[src/rtl/mssh64_pkg.sv]
// Shared types, constants and the microcode table of the streaming hash unit.
package mssh64_pkg;

   localparam logic [63:0] MIX_M      = 64'hc6a4a7935bd1e995;
   localparam int unsigned MIX_R      = 47;
   localparam logic [63:0] SEED_RESET = 64'h000000001F0D3804;

   localparam int unsigned PC_W = 5;
   localparam logic [PC_W-1:0] PC_MIX  = 5'd0;
   localparam logic [PC_W-1:0] PC_FIN  = 5'd9;
   localparam logic [PC_W-1:0] PC_AVAL = 5'd13;

   localparam logic [1:0] MODE_BYTE  = 2'd0;
   localparam logic [1:0] MODE_WORD  = 2'd1;
   localparam logic [1:0] MODE_DWORD = 2'd2;
   localparam logic [1:0] MODE_END   = 2'd3;

   // Multiplier pass: low x low, high x low, low x high of a 64-bit product.
   typedef enum logic [1:0] {
      MUL_NONE = 2'd0,
      MUL_P0   = 2'd1,
      MUL_P1   = 2'd2,
      MUL_P2   = 2'd3
   } mul_type;

   typedef enum logic {
      K_HOLD    = 1'b0,
      K_PROD_XS = 1'b1
   } kwr_type;

   typedef enum logic [2:0] {
      H_HOLD     = 3'd0,
      H_XOR_PROD = 3'd1,
      H_PROD     = 3'd2,
      H_XOR_TAIL = 3'd3,
      H_XS       = 3'd4,
      H_SEED     = 3'd5
   } hwr_type;

   typedef enum logic [1:0] {
      J_NEXT      = 2'd0,
      J_CNT0      = 2'd1,
      J_END_NOFIN = 2'd2,
      J_END       = 2'd3
   } jmp_type;

   typedef struct packed {
      mul_type         mul;
      logic            src_h;
      kwr_type         kwr;
      hwr_type         hwr;
      logic            emit;
      jmp_type         jmp;
      logic [PC_W-1:0] target;
   } ucode_type;

   typedef struct packed {
      logic blk_now;
      logic fin_now;
      logic fin;
      logic cnt_zero;
      logic out_stall;
   } status_type;

   localparam ucode_type UC_NOP = '{MUL_NONE, 1'b0, K_HOLD, H_HOLD, 1'b0, J_NEXT, 5'd0};

   function automatic ucode_type ucode_rom(input logic [PC_W-1:0] pc);
      ucode_type uc;
      uc = UC_NOP;
      case (pc)
         // Block mix: k *= M; k ^= k >> R; k *= M; h ^= k; h *= M.
         5'd0: begin uc.mul = MUL_P0; end
         5'd1: begin uc.mul = MUL_P1; end
         5'd2: begin uc.mul = MUL_P2; uc.kwr = K_PROD_XS; end
         5'd3: begin uc.mul = MUL_P0; end
         5'd4: begin uc.mul = MUL_P1; end
         5'd5: begin uc.mul = MUL_P2; uc.hwr = H_XOR_PROD; end
         5'd6: begin uc.mul = MUL_P0; uc.src_h = 1'b1; end
         5'd7: begin uc.mul = MUL_P1; uc.src_h = 1'b1; end
         5'd8: begin
            uc.mul = MUL_P2; uc.src_h = 1'b1; uc.hwr = H_PROD; uc.jmp = J_END_NOFIN;
         end
         // Finish: fold the tail, then the avalanche.
         5'd9: begin uc.hwr = H_XOR_TAIL; uc.jmp = J_CNT0; uc.target = PC_AVAL; end
         5'd10: begin uc.mul = MUL_P0; uc.src_h = 1'b1; end
         5'd11: begin uc.mul = MUL_P1; uc.src_h = 1'b1; end
         5'd12: begin uc.mul = MUL_P2; uc.src_h = 1'b1; uc.hwr = H_PROD; end
         5'd13: begin uc.hwr = H_XS; end
         5'd14: begin uc.mul = MUL_P0; uc.src_h = 1'b1; end
         5'd15: begin uc.mul = MUL_P1; uc.src_h = 1'b1; end
         5'd16: begin
            uc.mul = MUL_P2; uc.src_h = 1'b1; uc.hwr = H_SEED; uc.emit = 1'b1;
            uc.jmp = J_END;
         end
         default: uc = UC_NOP;
      endcase
      return uc;
   endfunction

endpackage

[src/rtl/mssh64_sequencer.sv]
// Step counter and microcode fetch that drive the hash datapath.
module mssh64_sequencer (
   input  logic                   clock,
   input  logic                   reset,
   input  logic                   in_xfer,
   input  mssh64_pkg::status_type status,
   output logic                   busy,
   output mssh64_pkg::ucode_type  ctrl
);

   logic                        busy_ff, busy_in;
   logic [mssh64_pkg::PC_W-1:0] pc_ff, pc_in;
   mssh64_pkg::ucode_type       uc;
   logic                        stall;

   assign uc    = mssh64_pkg::ucode_rom(pc_ff);
   // Only the emitting step waits, and only while the previous result is untaken.
   assign stall = uc.emit && status.out_stall;
   assign busy  = busy_ff;
   assign ctrl  = (busy_ff && !stall) ? uc : mssh64_pkg::UC_NOP;

   always_comb begin
      busy_in = busy_ff;
      pc_in   = pc_ff;
      if (!busy_ff) begin
         if (in_xfer) begin
            if (status.blk_now) begin
               busy_in = 1'b1;
               pc_in   = mssh64_pkg::PC_MIX;
            end else if (status.fin_now) begin
               busy_in = 1'b1;
               pc_in   = mssh64_pkg::PC_FIN;
            end
         end
      end else if (!stall) begin
         pc_in = pc_ff + 1'b1;
         case (uc.jmp)
            mssh64_pkg::J_NEXT: ;
            mssh64_pkg::J_CNT0: begin
               if (status.cnt_zero) pc_in = uc.target;
            end
            mssh64_pkg::J_END_NOFIN: begin
               if (!status.fin) busy_in = 1'b0;
            end
            mssh64_pkg::J_END: busy_in = 1'b0;
            default: busy_in = 1'b0;
         endcase
      end
   end

   always_ff @(posedge clock) begin
      if (reset) begin
         busy_ff <= 1'b0;
         pc_ff   <= '0;
      end else begin
         busy_ff <= busy_in;
         pc_ff   <= pc_in;
      end
   end

endmodule

[src/rtl/mssh64_datapath.sv]
// Hash state, byte packing, shared 32x32 multiplier and the result register.
module mssh64_datapath (
   input  logic                   clock,
   input  logic                   reset,
   input  mssh64_pkg::ucode_type  ctrl,
   input  logic                   in_xfer,
   input  logic [1:0]             in_mode,
   input  logic [63:0]            in_data,
   input  logic                   in_last,
   input  logic                   cfg_we,
   input  logic [63:0]            cfg_data,
   input  logic                   out_ready,
   output logic                   out_valid,
   output logic [63:0]            out_hash,
   output mssh64_pkg::status_type status
);

   logic [63:0] seed_ff, seed_in;
   logic [63:0] h_ff, h_in;
   logic [63:0] k_ff, k_in;
   logic [63:0] buf_ff, buf_in;
   logic [2:0]  cnt_ff, cnt_in;
   logic        fin_ff, fin_in;
   logic [63:0] p_ff, p_in;
   logic        rv_ff, rv_in;
   logic [63:0] rh_ff, rh_in;

   // Packing of the incoming bytes behind the pending ones.
   logic [127:0] wide, wide_sh;
   logic [3:0]   nbytes, total;
   logic [5:0]   shamt;
   logic         has_block;
   logic [63:0]  block, mask, pack_buf;

   always_comb begin
      case (in_mode)
         mssh64_pkg::MODE_BYTE: begin
            wide = {56'd0, buf_ff, in_data[7:0]}; nbytes = 4'd1;
         end
         mssh64_pkg::MODE_WORD: begin
            wide = {32'd0, buf_ff, in_data[31:0]}; nbytes = 4'd4;
         end
         mssh64_pkg::MODE_DWORD: begin
            wide = {buf_ff, in_data}; nbytes = 4'd8;
         end
         default: begin
            wide = {64'd0, buf_ff}; nbytes = 4'd0;
         end
      endcase
      total     = {1'b0, cnt_ff} + nbytes;
      has_block = total[3];
      // Bytes beyond a full block stay pending; the block is the eight above them.
      shamt     = {total[2:0], 3'b000};
      wide_sh   = wide >> shamt;
      block     = wide_sh[63:0];
      mask      = (64'd1 << shamt) - 64'd1;
      pack_buf  = has_block ? (wide[63:0] & mask) : wide[63:0];
   end

   // One 32x32 multiplier; three passes give the low 64 bits of x * M.
   logic [63:0] x;
   logic [31:0] ma, mb;
   logic [63:0] prod;
   logic [31:0] hi_sum;
   logic [63:0] prod_fin, prod_xs;

   assign x        = ctrl.src_h ? h_ff : k_ff;
   assign ma       = (ctrl.mul == mssh64_pkg::MUL_P1) ? x[63:32] : x[31:0];
   assign mb       = (ctrl.mul == mssh64_pkg::MUL_P2) ? mssh64_pkg::MIX_M[63:32]
                                                      : mssh64_pkg::MIX_M[31:0];
   assign prod     = {32'd0, ma} * {32'd0, mb};
   assign hi_sum   = p_ff[63:32] + prod[31:0];
   assign prod_fin = {hi_sum, p_ff[31:0]};
   assign prod_xs  = prod_fin ^ (prod_fin >> mssh64_pkg::MIX_R);

   always_comb begin
      seed_in = seed_ff;
      h_in    = h_ff;
      k_in    = k_ff;
      buf_in  = buf_ff;
      cnt_in  = cnt_ff;
      fin_in  = fin_ff;
      p_in    = p_ff;
      rv_in   = rv_ff && !out_ready;
      rh_in   = rh_ff;

      case (ctrl.mul)
         mssh64_pkg::MUL_P0: p_in = prod;
         mssh64_pkg::MUL_P1: p_in = {hi_sum, p_ff[31:0]};
         mssh64_pkg::MUL_P2: ;
         default: ;
      endcase

      case (ctrl.kwr)
         mssh64_pkg::K_PROD_XS: k_in = prod_xs;
         default: ;
      endcase

      case (ctrl.hwr)
         mssh64_pkg::H_XOR_PROD: h_in = h_ff ^ prod_fin;
         mssh64_pkg::H_PROD:     h_in = prod_fin;
         // Pending bytes sit in the low end and the rest of the buffer is zero.
         mssh64_pkg::H_XOR_TAIL: h_in = h_ff ^ buf_ff;
         mssh64_pkg::H_XS:       h_in = h_ff ^ (h_ff >> mssh64_pkg::MIX_R);
         mssh64_pkg::H_SEED: begin
            h_in   = seed_ff;
            buf_in = '0;
            cnt_in = '0;
         end
         default: ;
      endcase

      if (ctrl.emit) begin
         rv_in = 1'b1;
         rh_in = prod_xs;
      end

      if (in_xfer) begin
         buf_in = pack_buf;
         cnt_in = total[2:0];
         k_in   = block;
         fin_in = (in_mode == mssh64_pkg::MODE_END) || in_last;
      end

      if (cfg_we) begin
         seed_in = cfg_data;
         h_in    = cfg_data;
         buf_in  = '0;
         cnt_in  = '0;
      end
   end

   always_ff @(posedge clock) begin
      if (reset) begin
         seed_ff <= mssh64_pkg::SEED_RESET;
         h_ff    <= mssh64_pkg::SEED_RESET;
         buf_ff  <= '0;
         cnt_ff  <= '0;
         fin_ff  <= 1'b0;
         rv_ff   <= 1'b0;
      end else begin
         seed_ff <= seed_in;
         h_ff    <= h_in;
         buf_ff  <= buf_in;
         cnt_ff  <= cnt_in;
         fin_ff  <= fin_in;
         rv_ff   <= rv_in;
      end
   end

   always_ff @(posedge clock) begin
      k_ff  <= k_in;
      p_ff  <= p_in;
      rh_ff <= rh_in;
   end

   assign out_valid        = rv_ff;
   assign out_hash         = rh_ff;
   assign status.blk_now   = has_block;
   assign status.fin_now   = (in_mode == mssh64_pkg::MODE_END) || in_last;
   assign status.fin       = fin_ff;
   assign status.cnt_zero  = (cnt_ff == 3'd0);
   assign status.out_stall = rv_ff && !out_ready;

endmodule

[src/rtl/murmur_style_streaming_hash64_unit.sv]
// Top level of the streaming 64-bit multiply/xor-shift hash unit.
//
// Items arrive on the req_ channel (mode, data, last) with valid/ready; each
// transfer absorbs a byte, a 32-bit word or a 64-bit word, or just ends the
// message. The finished hash leaves on the rsp_ channel, one transfer per
// message. csr_wr_en/csr_wr_data write the seed and restart the message.
// An item that completes no 8-byte block and ends nothing runs no program.
// An item that completes a block runs a 9-step mix program.
// Ending a message runs a 5 to 8 step finish program after any block mix.
// Each 64-bit product costs three steps on the one 32x32 multiplier, and
// the microcode visits it up to five times per message end.
// Reset loads the seed 0x1F0D3804 and empties the block buffer.
// The result sits in an output register; the next message is accepted while
// it waits, and only the step that writes a new result holds while
// rsp_ready stays low.
module murmur_style_streaming_hash64_unit (
   input  logic        clock,
   input  logic        reset,
   input  logic        req_valid,
   output logic        req_ready,
   input  logic [1:0]  req_mode,
   input  logic [63:0] req_data,
   input  logic        req_last,
   output logic        rsp_valid,
   input  logic        rsp_ready,
   output logic [63:0] rsp_hash,
   input  logic        csr_wr_en,
   input  logic [63:0] csr_wr_data
);

   logic                   busy;
   logic                   in_xfer;
   mssh64_pkg::ucode_type  ctrl;
   mssh64_pkg::status_type status;

   assign req_ready = !busy;
   assign in_xfer   = req_valid && !busy;

   mssh64_sequencer u_seq (
      .clock   (clock),
      .reset   (reset),
      .in_xfer (in_xfer),
      .status  (status),
      .busy    (busy),
      .ctrl    (ctrl)
   );

   mssh64_datapath u_dp (
      .clock     (clock),
      .reset     (reset),
      .ctrl      (ctrl),
      .in_xfer   (in_xfer),
      .in_mode   (req_mode),
      .in_data   (req_data),
      .in_last   (req_last),
      .cfg_we    (csr_wr_en),
      .cfg_data  (csr_wr_data),
      .out_ready (rsp_ready),
      .out_valid (rsp_valid),
      .out_hash  (rsp_hash),
      .status    (status)
   );

endmodule
[config.mk]
export PLATFORM = sky130hd
export DESIGN_NAME = murmur_style_streaming_hash64_unit
export DESIGN_NICKNAME = d
export VERILOG_FILES = /design/src/rtl/mssh64_pkg.sv /design/src/rtl/mssh64_sequencer.sv /design/src/rtl/mssh64_datapath.sv /design/src/rtl/murmur_style_streaming_hash64_unit.sv
export SDC_FILE = /design/constraint.sdc
export NUM_CORES = 2
export LEC_CHECK = 0
export ABC_AREA = 1
export CORE_MARGIN = 2
export CORE_UTILIZATION = 40
export DETAILED_ROUTE_END_ITERATION = 10
export DONT_BUFFER_PORTS = 1
export PLACE_DENSITY_LB_ADDON = 0.12
export SLEW_MARGIN = 30
export SYNTH_ARGS = -nofsm -noshare
export SYNTH_HDL_FRONTEND = slang
export SYNTH_HIERARCHICAL = 1
export SYNTH_SLANG_ARGS = --single-unit
[constraint.sdc]
create_clock -name clock -period 10.9 [get_ports clock]
set_input_delay 2.18 -clock clock [delete_from_list [all_inputs] [get_ports clock]]
set_output_delay 2.18 -clock clock [all_outputs]
set_load 0.02 [all_outputs]
==> metrics <==
CP peak stage delay=0.60 ns; CTS clk-pin slew, worst paths=around 0.07 ns; unrepaired setup endpoints after global routing=true; Area Overhead vs Synth=22.3%; Die ar.=around 130000 µm²; WP data required=~11 ns; critical path's slowest cell=fa_1; final wirelength=around 250000 µm; Die W=about 360 µm; synthesized net count=between 7000 and 8000; clock skew=between 0.03 and 0.04 ns; Slew Limit Fails=0; Worst Reg2Reg Path Length in Cells=40; nets=slightly above 8000; DR iter-0 viols=between 4000 and 5000; CP arrival=about 11 ns; Vias=47725; worst r2r dst=u_dp/p_ff[46]$_DFFE_PP_; Final Hold Viols=0; status=completed; Stages on worst setup path=36; Fillers=roughly 12000; WS Path Type=input pin to register; total CTS buffers=45; startpoint types=input pin; TritonCTS clock tree=built; setup violators final=0; Bufs and invs on worst path=12; vias in the first global route=47658; element type at the critical path end=register; HPWL after DPL=211000 µm; flop-to-flop setup slack=0.67 ns; Avg Inst Size Synth=around 8.0 µm²; antenna-violating nets left=0; TNS Setup=0 ns; worst min path class=register to register; gr usage total=about two fifths; Vias/cell=between 5 and 6; Overflow after GRT=0; DR DRC count=0; cell family with most CP delay=adder cells; largest net degree at the start of global routing=107; fmax=approximately 0.094 GHz; starting density of the core=roughly two fifths; clk_lat worst skew=~0.63 ns; root buffer cell=clkbuf_16; Post-Synthesis Cells=a little over 6000; worst setup path start=rsp_ready; # H-tree levels=2; Core Region=between 100000 and 150000 µm²; Syn. warnings=6; Post-Syn Area=around 50000 µm²; final worst slack=roughly 0.22 ns; deepest clock path buffer count=3; Worst slew margin=slightly below 30%; initial antenna violation count=17; Vert. Die Dim=357 µm; layout cells sized above 1=18.7%; Fin Hold WS=0.464 ns; final core occ=about half; worst hold stages=2; post-layout minimum cycle time=roughly 11 ns; row count=approximately 130; Top Ports=a little over 200; CTS sink cnt=~400; Setup crit end=u_dp/p_ff[46]$_DFFE_PP_; reg-to-reg startpoint=u_seq/pc_ff[0]$_SDFFE_PP0P_; pre-CTS setup slack=-0.903 ns; first-pass GRT wire length=353000 µm; drt wl/cell=between 20 and 30 µm; Initial DRT Pass Iterations=5; crit share post-route=a little over nine tenths; crit path max fanout=20; Worst Tran Pin Value=around 1.1 ns; Port Buffers=0; routability cong.=between 1 and 1.5; MaxCap Viol Count=0; most used cell, CP=fa_1
[stage by stage]
step / std cells / instance area, µm²
4_1_cts: 8579 / 59900
3_3_place_gp: 8495 / 58300
2_1_floorplan: 6213 / 50100
5_1_grt: 8611 / 61000
6_report: 8617 / 61000
3_5_place_dp: 8496 / 58300
[worst min-delay path by stage]
stage | start | endpoint | slack [ns]
6_report | u_dp/seed_ff[58]$_SDFFE_PP0P_ | u_dp/seed_ff[58]$_SDFFE_PP0P_ | 0.46
3_5_place_dp | u_dp/seed_ff[16]$_SDFFE_PP1P_ | u_dp/seed_ff[16]$_SDFFE_PP1P_ | 0.45
3_3_place_gp | u_dp/seed_ff[9]$_SDFFE_PP0P_ | u_dp/seed_ff[9]$_SDFFE_PP0P_ | 0.44
4_1_cts | u_dp/seed_ff[42]$_SDFFE_PP0P_ | u_dp/seed_ff[42]$_SDFFE_PP0P_ | 0.46
5_1_grt | u_dp/buf_ff[3]$_SDFFE_PP0P_ | u_dp/buf_ff[3]$_SDFFE_PP0P_ | 0.48
2_1_floorplan | u_dp/seed_ff[13]$_SDFFE_PP1P_ | u_dp/seed_ff[13]$_SDFFE_PP1P_ | 0.43
[registers in the layout (all words and copies together) (netlist names)]
name	cells
u_dp/buf_ff	64
u_dp/h_ff	64
u_dp/k_ff	64
u_dp/out_hash	64
u_dp/p_ff	64
u_dp/seed_ff	64
u_seq/pc_ff	5
u_dp/cnt_ff	3
u_dp/fin_ff	1
u_dp/out_valid	1
u_seq/busy	1
[layout by cell type, fill, tap and decap left out, types with 21 or more instances in the layout]
cell / instances
xor2_1: 96
o22ai_1: 103
nor2_2: 41
inv_1: 1199
nand2_1: 1140
dfxtp_1: 203
a21o_1: 22
ha_4: 29
o21bai_1: 34
a21oi_2: 34
diode_2: 24
edfxtp_1: 192
o21ai_1: 35
buf_12: 41
nand2_2: 47
or2_2: 21
a22oi_1: 50
buf_4: 844
a21oi_1: 318
inv_2: 28
a31oi_1: 42
nor2_1: 333
o21ai_0: 435
o211ai_1: 92
ha_1: 405
xnor2_1: 24
o221ai_1: 52
nand3_1: 145
nor2_4: 27
fa_1: 610
clkbuf_16: 46
[worst register-to-register path, delay by kind of cell (launching register included)]
family	cells	cell delay, ns
flip-flops	1	0.42
buffers and inverters	14	1.95
AND/OR/NAND/NOR	8	1.49
adder cells (fa/ha/maj)	11	4.73
AO/OA/AOI/OAI	7	1.28
[timing repair]
item | 4_1_cts | 5_1_grt
setup endpoints to repair | 42 | 104
hold endpoints to repair | 0 | 0
pin swaps | 0 | 68
setup buffers | 0 | 14
hold buffers | 0 | 0
resized for setup | 20 | 210
[metal layers]
metal / track usage, % / wire (µm) / vias up
met4: 30.9 / 24200 / 6
met1: 47.3 / 96600 / 23552
met3: 4.36 / 14800 / 629
met5: 0 / 36 / -
met2: 64.6 / 118000 / 2145
li1: - / - / 21393
[final cells by class]
cell class,count,area [µm²],area share [%]
Sequential cell,395,9830,16.1
Clock inverter,25,325,0.533
Antenna cell,24,60.1,0.0984
Multi-Input combinational cell,4341,35600,58.3
Inverter,1241,4670,7.65
Tap cell,1637,2050,3.36
Clock buffer,58,1220,1.99
Timing Repair Buffer,896,7290,11.9
Power is not shown: default switching activity piles up to over one toggle a cycle in this logic, so the estimate is an artifact.
